[src/sv/pcbb_pkg.sv]
// Shared types and constants for the point cloud bounding box block.
// Used by pcbb_axis, the top level and the port checker.
`default_nettype none

package pcbb_pkg;

    localparam int THRESH_W = 23;
    localparam int COUNT_W  = 21;

    localparam logic [THRESH_W-1:0] DIST_RESET = 23'd90000;

    localparam logic OP_ADD   = 1'b0;
    localparam logic OP_QUERY = 1'b1;

    // Per-axis update controls, decoded once in the top level
    typedef struct packed {
        logic clear;    // cloud starts: drop the old box first
        logic seed;     // load the point as both minimum and maximum
        logic widen;    // stretch minimum and maximum to the point
        logic mid_set;  // load the centre from the updated bounds
    } axis_ctl_t;

endpackage

`default_nettype wire

[src/sv/point_cloud_bounding_box_top.sv]
// Top level of the streaming 3D bounding box block: input register, box
// state update and result register. Depends on pcbb_pkg and pcbb_axis.
//
//  channel | dir | handshake        | content
//  s_*     | in  | s_tvalid/s_tready | tdata: x,y,z; tuser: opcode; tlast: last point
//  m_*     | out | m_tvalid/m_tready | tdata: box, centre, count, ok, inside
//  cfg_*   | in  | cfg_we            | cfg_data: invalid_distance
//
// One transaction per cycle unless a stalled result holds the pipe; a result
// passes the input register, then is loaded into the result register, from
// which it is taken on m_*.
// The rate is set by the box state update feeding itself.
// Reset clears the box to its empty extremes and the threshold to 90000.
// A stalled result holds the pipe only for items that produce a result.
`default_nettype none

module point_cloud_bounding_box_top
    import pcbb_pkg::*;
#(
    parameter int COORD_BITS = 24,
    parameter int MAX_POINTS = 1048576
)
(
    input  logic                clk,
    input  logic                rst_n,
    input  logic                s_tvalid,
    output logic                s_tready,
    // coord_x, coord_y, coord_z (low bits first), zero padded to bytes
    input  logic [((3*COORD_BITS+7)/8)*8-1:0] s_tdata,
    // opcode
    input  logic                s_tuser,
    input  logic                s_tlast,
    output logic                m_tvalid,
    input  logic                m_tready,
    // low_x, low_y, low_z, high_x, high_y, high_z, mid_x, mid_y, mid_z,
    // valid_count, box_ok, inside_res (low bits first), zero padded
    output logic [((9*COORD_BITS+26+7)/8)*8-1:0] m_tdata,
    input  logic                cfg_we,
    input  logic [THRESH_W-1:0] cfg_data
);

    localparam int C        = COORD_BITS;
    localparam int OUT_BITS = 9*C + 26;
    localparam int OUT_W    = ((OUT_BITS+7)/8)*8;
    localparam int TW       = $clog2(MAX_POINTS+1);
    localparam logic [TW-1:0] TALLY_MAX = TW'(MAX_POINTS);

    // input register
    logic                in_valid_reg;
    logic                in_op_reg;
    logic                in_last_reg;
    logic signed [C-1:0] in_coord_reg [3];

    // box state
    logic [THRESH_W-1:0] thresh_reg;
    logic signed [C-1:0] low_reg  [3];
    logic signed [C-1:0] high_reg [3];
    logic signed [C:0]   mid_reg  [3];
    logic [TW-1:0]       tally_reg;
    logic                found_reg;
    logic                open_reg;
    logic                ok_reg;

    logic signed [C-1:0] low_next  [3];
    logic signed [C-1:0] high_next [3];
    logic signed [C:0]   mid_next  [3];
    logic [TW-1:0]       tally_next;
    logic                found_next;
    logic                open_next;
    logic                ok_next;

    // result register
    logic                out_valid_reg;
    logic [OUT_BITS-1:0] out_data_reg;
    logic [OUT_BITS-1:0] out_data_next;

    logic [2:0]  axis_in_range;
    logic [2:0]  axis_inside;
    axis_ctl_t   ctl;
    logic        is_add;
    logic        opening;
    logic        single;
    logic        valid_pt;
    logic        found_base;
    logic        produces;
    logic        advance;
    logic        emit;
    logic [31:0] tally_ext;

    assign is_add     = in_valid_reg && (in_op_reg == OP_ADD);
    assign opening    = is_add && !open_reg;
    assign single     = opening && in_last_reg;
    assign valid_pt   = &axis_in_range;
    assign found_base = opening ? 1'b0 : found_reg;

    always_comb
    begin
        ctl.clear   = opening;
        ctl.seed    = is_add && (single || (valid_pt && !found_base));
        ctl.widen   = is_add && !single && valid_pt && found_base;
        ctl.mid_set = is_add && in_last_reg && !single && (found_base || valid_pt);
    end

    for (genvar a = 0; a < 3; a++)
    begin : g_axis
        pcbb_axis #(
            .COORD_BITS(C)
        ) u_axis (
            .coord    (in_coord_reg[a]),
            .low_cur  (low_reg[a]),
            .high_cur (high_reg[a]),
            .mid_cur  (mid_reg[a]),
            .thresh   (thresh_reg),
            .ctl      (ctl),
            .low_next (low_next[a]),
            .high_next(high_next[a]),
            .mid_next (mid_next[a]),
            .in_range (axis_in_range[a]),
            .contained(axis_inside[a])
        );
    end

    always_comb
    begin
        tally_next = opening ? '0 : tally_reg;
        if (ctl.seed)
            tally_next = TW'(1);
        else if (ctl.widen && (tally_reg < TALLY_MAX))
            tally_next = tally_reg + 1'b1;

        found_next = ctl.seed ? !single : found_base;

        ok_next = opening ? 1'b0 : ok_reg;
        if (is_add && in_last_reg && !single)
            ok_next = 1'b1;

        open_next = is_add ? !in_last_reg : open_reg;
    end

    assign tally_ext = 32'(tally_next);

    assign out_data_next = {
        (in_op_reg == OP_QUERY) && (&axis_inside),
        ok_next,
        tally_ext[COUNT_W-1:0],
        mid_next[2], mid_next[1], mid_next[0],
        high_next[2], high_next[1], high_next[0],
        low_next[2], low_next[1], low_next[0]
    };

    // Items without a result may pass a stalled result register
    assign produces = (in_op_reg == OP_QUERY) || in_last_reg;
    assign advance  = in_valid_reg && (!produces || !out_valid_reg || m_tready);
    assign emit     = advance && produces;
    assign s_tready = !in_valid_reg || advance;

    always_ff @(posedge clk or negedge rst_n)
    begin
        if (!rst_n)
            in_valid_reg <= 1'b0;
        else if (s_tready)
            in_valid_reg <= s_tvalid;
    end

    always_ff @(posedge clk)
    begin
        if (s_tvalid && s_tready)
        begin
            in_op_reg       <= s_tuser;
            in_last_reg     <= s_tlast;
            in_coord_reg[0] <= s_tdata[C-1:0];
            in_coord_reg[1] <= s_tdata[2*C-1:C];
            in_coord_reg[2] <= s_tdata[3*C-1:2*C];
        end
    end

    always_ff @(posedge clk or negedge rst_n)
    begin
        if (!rst_n)
            thresh_reg <= DIST_RESET;
        else if (cfg_we)
            thresh_reg <= cfg_data;
    end

    always_ff @(posedge clk or negedge rst_n)
    begin
        if (!rst_n)
        begin
            for (int a = 0; a < 3; a++)
            begin
                low_reg[a]  <= {1'b0, {(C-1){1'b1}}};
                high_reg[a] <= {1'b1, {(C-1){1'b0}}};
                mid_reg[a]  <= '0;
            end
            tally_reg <= '0;
            found_reg <= 1'b0;
            open_reg  <= 1'b0;
            ok_reg    <= 1'b0;
        end
        else if (advance)
        begin
            for (int a = 0; a < 3; a++)
            begin
                low_reg[a]  <= low_next[a];
                high_reg[a] <= high_next[a];
                mid_reg[a]  <= mid_next[a];
            end
            tally_reg <= tally_next;
            found_reg <= found_next;
            open_reg  <= open_next;
            ok_reg    <= ok_next;
        end
    end

    always_ff @(posedge clk or negedge rst_n)
    begin
        if (!rst_n)
            out_valid_reg <= 1'b0;
        else if (emit)
            out_valid_reg <= 1'b1;
        else if (m_tready)
            out_valid_reg <= 1'b0;
    end

    always_ff @(posedge clk)
    begin
        if (emit)
            out_data_reg <= out_data_next;
    end

    assign m_tvalid = out_valid_reg;
    assign m_tdata  = OUT_W'(out_data_reg);

endmodule

`default_nettype wire

[src/sv/pcbb_axis.sv]
// One axis of the bounding box datapath: range test, min/max update,
// centre sum and inclusive containment test. Depends on pcbb_pkg.
`default_nettype none

module pcbb_axis
    import pcbb_pkg::*;
#(
    parameter int COORD_BITS = 24
)
(
    input  logic signed [COORD_BITS-1:0] coord,
    input  logic signed [COORD_BITS-1:0] low_cur,
    input  logic signed [COORD_BITS-1:0] high_cur,
    input  logic signed [COORD_BITS:0]   mid_cur,
    input  logic        [THRESH_W-1:0]   thresh,
    input  axis_ctl_t                    ctl,
    output logic signed [COORD_BITS-1:0] low_next,
    output logic signed [COORD_BITS-1:0] high_next,
    output logic signed [COORD_BITS:0]   mid_next,
    output logic                         in_range,
    output logic                         contained
);

    localparam logic signed [COORD_BITS-1:0] CMAX = {1'b0, {(COORD_BITS-1){1'b1}}};
    localparam logic signed [COORD_BITS-1:0] CMIN = {1'b1, {(COORD_BITS-1){1'b0}}};

    logic        [COORD_BITS-1:0] mag;
    logic signed [COORD_BITS-1:0] low_base;
    logic signed [COORD_BITS-1:0] high_base;

    // Magnitude as unsigned: the most negative value maps to 2^(N-1)
    assign mag       = coord[COORD_BITS-1] ? (~coord + 1'b1) : coord;
    assign in_range  = (33'(mag) <= 33'(thresh));
    assign contained = (coord >= low_cur) && (coord <= high_cur);

    assign low_base  = ctl.clear ? CMAX : low_cur;
    assign high_base = ctl.clear ? CMIN : high_cur;

    always_comb
    begin
        low_next  = low_base;
        high_next = high_base;
        if (ctl.seed)
        begin
            low_next  = coord;
            high_next = coord;
        end
        else if (ctl.widen)
        begin
            if (coord < low_base)
                low_next = coord;
            if (coord > high_base)
                high_next = coord;
        end
    end

    always_comb
    begin
        mid_next = ctl.clear ? '0 : mid_cur;
        if (ctl.mid_set)
            mid_next = {low_next[COORD_BITS-1], low_next}
                     + {high_next[COORD_BITS-1], high_next};
    end

endmodule

`default_nettype wire

[config.mk]
export PLATFORM = sky130hd
export DESIGN_NAME = point_cloud_bounding_box_top
export DESIGN_NICKNAME = d
export VERILOG_FILES = /design/src/sv/pcbb_pkg.sv /design/src/sv/point_cloud_bounding_box_top.sv /design/src/sv/pcbb_axis.sv
export SDC_FILE = /design/constraint.sdc
export NUM_CORES = 2
export LEC_CHECK = 0
export BUFFER_PORTS_ARGS = -buffer_cell sky130_fd_sc_hd__buf_4
export CORE_MARGIN = 5
export CORE_UTILIZATION = 29
export DETAILED_ROUTE_END_ITERATION = 10
export PLACE_DENSITY_LB_ADDON = 0.08
export SYNTH_ARGS = -nofsm -noshare
export SYNTH_HDL_FRONTEND = slang
export SYNTH_SLANG_ARGS = --single-unit
[constraint.sdc]
create_clock -name clk -period 12.31 [get_ports clk]
set_clock_uncertainty 0.05 [all_clocks]
set_input_delay 0 -clock clk [delete_from_list [all_inputs] [get_ports clk]]
set_output_delay 0 -clock clk [all_outputs]
set_load 0.005 [all_outputs]
==> reports/results.txt <==
status: finished clean
R2R Setup Slk: 2680 ps
post-synth cell types: 84
initial antenna violation count: 6
Least-Margin Pin Slew: 1208 ps
fin area: 0.04647 mm2
I/O Buffers: 345
clock power share: 22.2%
Nets: 4,731
die width: 367.7 um
Leak Pwr: 19.96 nW
f_max: 0.1039 GHz
critical path startpoint category: flip-flop
global-route wire length before repair: 206,700 um
slowest CP cell: o32ai_1
flops & latches, synth: 584
wire per inst: 23.85 um
# fillers: 12.73k
hold endpoint: in_coord_reg[0][41]
critical path type: flip-flop to flip-flop
RSZ-0062 raised after global routing: no
area leader, netlist: edfxtp_1
max FFs per register: 242
Critical Path AT: 9960 ps
Sw Pwr: 0.004430 W
core region area: 0.1274 mm2
overall routing resource usage: 20.36%
Vias: 30.19k
Reg clk slew, reported paths: 60 ps
R2R Path End: out_data_reg[193]
Crit Path Max Fanout: 15
DRT Pass-1 Iters: 6
Die Ht: 367.7 um
vias in the first global route: 29.98k
fraction of layout instances using a drive strength above 1: 15.18%
top layer in use: met5
Tcrit/Tclk final: 78.22%
GP Congestion: 0.8631
post-synthesis sequential area ratio: 43.93%
Clock Sinks: 584
Sw Ratio: 41.06%
Crit. End Element: flip-flop
Clock Tree Buf Depth: 3
Initial DRC Count: 2,208
maxcap violations: 0
Max H-tree Level: 3
Fin Setup TNS: 0 ps
Layout area overhead: 25.24%
YS warnings: 0
Met2 Wirelength: 63,370 um
PD cells: 232.2 mW/mm2
Hold Path Cell Cnt: 2
I/O pin count: 352
CTS tree: yes
DR WL met3: 7759 um
Post-synth EDFFs: 316
Hold Crit Start: s_tdata[41]
Async SR Flop Fraction: 45.89%
Required @ worst endpoint: 12,640 ps
Slew Limit Headroom: 19.47%
effective utilization at floorplan: 29.13%
Clock Latency Late Sink: 690 ps
Synth Cell Area: 0.03710 mm2
number of remaining DRC errors: 0
worst-case vdd ir drop: 0.09915 mV
ANT nets after route: 0
multi-input logic area: 0.01924 mm2
DP HPWL: 104,400 um
Final Max Slew Viols: 0
Die Area: 0.1352 mm2
Largest stage delay, worst path: 700 ps
top cells by area, synth: edfxtp_1, ha_1, dfrtp_1
CTS Root Cell: clkbuf_16
instance area after placement: 0.04157 mm2
met1 wire length: 67,020 um
Reg2Reg Launch Point: in_coord_reg[0][27]
Cell Rows: 131
Vias/cell: 5.097
worst min path class: input pin to flip-flop
share of the synthesized area in the top cell type: 25.58%
ys flop type: edfxtp_1
pin count of the biggest net entering global routing: 79
total design power: 0.01079 W
syn avg cell area: 10.20 um2
worst-case reg-to-reg path depth: 28
Final Hold Viols: 0
Flop pwr share: 30.4%
final setup vio count: 0
Comb pwr share: 47.4%
global route overflow: 0
Storage cell area: 0.01630 mm2
cell count after synthesis: 3,639
internal power: 0.006358 W
CTS buffer count: 79
Final Critical Period: 9629 ps
Post-Route WL: 141,300 um
-- critical path: cells and delay by family (launching register included) --
family	cells	cell delay, ps
flops	1	560
xor+xnor	1	170
mux	2	460
fa+ha+maj	3	920
compound gates	14	3990
simple gates	7	3070
buf+inv	1	70
-- how the worst max path moves through the flow --
| stage | startpoint | endpoint | slack [ps] | cells after the start |
|---|---|---|---|---|
| 3_5_place_dp | in_coord_reg[0][27] | out_data_reg[193] | 2790 | 28 |
| 3_3_place_gp | in_coord_reg[0][27] | out_data_reg[193] | 2980 | 28 |
| 5_1_grt | in_coord_reg[0][30] | out_data_reg[193] | 2140 | 28 |
| 6_report | in_coord_reg[0][27] | out_data_reg[193] | 2680 | 28 |
| 2_1_floorplan | in_op_reg | out_data_reg[0] | 310 | 4 |
| 4_1_cts | in_coord_reg[0][27] | out_data_reg[193] | 2720 | 28 |
-- timing repair --
action / 4_1_cts / 5_1_grt
hold buffers: 222 / 0
buffers inserted: 0 / 0
endpoints found under the setup margin: 0 / 0
endpoints found under the hold margin: 207 / 0
resized for setup: 0 / 0
-- per-stage QoR --
step | utilization, % | hold WS [ps] | worst slack [ps] | std cells
after floorplan | - | -345.6 | 309.7 | 3644
after global placement | 32.64 | 50.47 | 2984 | 5555
after detailed placement | 32.64 | 55.86 | 2786 | 5555
after CTS | 36.48 | 1.931 | 2718 | 5923
after global routing | 36.48 | 33.94 | 2135 | 5923
final | 36.49 | 64.88 | 2681 | 5924
-- final cells by class --
class,count,share of cell area [%]
clock buffer,99,4.551
tap,1662,4.475
sequential,584,35.07
clock inverter,47,1.150
antenna,1,0.005385
inverter,261,2.108
timing repair buffer,616,11.23
multi-input combinational,2654,41.41
-- power groups by stage --
stage / sequential, W / combinational [W] / clock [W]
after detailed placement: 0.00330 / 0.00503 / 0
final: 0.00328 / 0.00511 / 0.00240
after floorplan: 0.00318 / 0.00332 / 0
after global routing: 0.00335 / 0.00571 / 0.00255
after global placement: 0.00331 / 0.00505 / 0
after CTS: 0.00328 / 0.00513 / 0.00248
-- kinds of logic after synthesis --
logic type | synth area share (%)
and+or+nand+nor | 12.44
AOI/OAI and AO/OA | 16.08
muxes | 5.541
xor gates and xnor gates | 2.809
buffers and inverters | 4.533
DFF | 43.93
other | 0.01011
adders and majority gates | 14.66
-- per-layer routing --
| metal | vias up | GRT usage [%] |
|---|---|---|
| li1 | 14500 | - |
| met1 | 14790 | 29.00 |
| met2 | 764 | 31.95 |
| met3 | 143 | 3.634 |
| met4 | 2 | 5.184 |
| met5 | - | 0 |
-- cells in the final DEF, fill, tap and decap left out, types with 13 or more instances in the layout --
cell	instances
a211oi_1	25
a21o_1	103
a21oi_1	161
a22o_1	79
a31oi_1	19
and3_1	18
buf_4	392
clkbuf_1	16
clkbuf_16	81
clkinv_2	15
dfrtp_1	187
dfstp_2	81
dlygate4sd3_1	221
edfxtp_1	316
ha_1	430
inv_1	260
mux2i_1	193
nand2_1	368
nand2b_1	34
nand3_1	74
nand4_1	71
nor2_1	236
nor2b_1	44
nor3_1	32
nor4_1	17
o211ai_1	19
o21a_1	28
o21ai_0	261
o221ai_1	13
o2bb2ai_1	25
o31ai_1	70
or3_1	25
xnor2_1	95
xor2_1	24
-- synthesized netlist by cell type (11+ instances only) --
cell / number
ha_1: 430
nand2_1: 368
edfxtp_1: 316
o21ai_0: 261
inv_1: 260
nor2_1: 239
mux2i_1: 193
dfrtp_1: 187
a21oi_1: 161
a21o_1: 103
xnor2_1: 95
clkbuf_1: 84
dfstp_2: 81
a22o_1: 79
nand3_1: 74
nand4_1: 71
o31ai_1: 70
nor2b_1: 45
nand2b_1: 35
buf_2: 33
nor3_1: 32
o21a_1: 29
a211oi_1: 25
o2bb2ai_1: 25
or3_1: 25
xor2_1: 24
a31oi_1: 19
o211ai_1: 19
and3_1: 18
nor4_1: 18
buf_4: 17
o221ai_1: 13
nand3b_1: 11
o21bai_1: 11
o41ai_1: 11
or4_1: 11
Note: power is estimated with default switching activity, not from simulation.
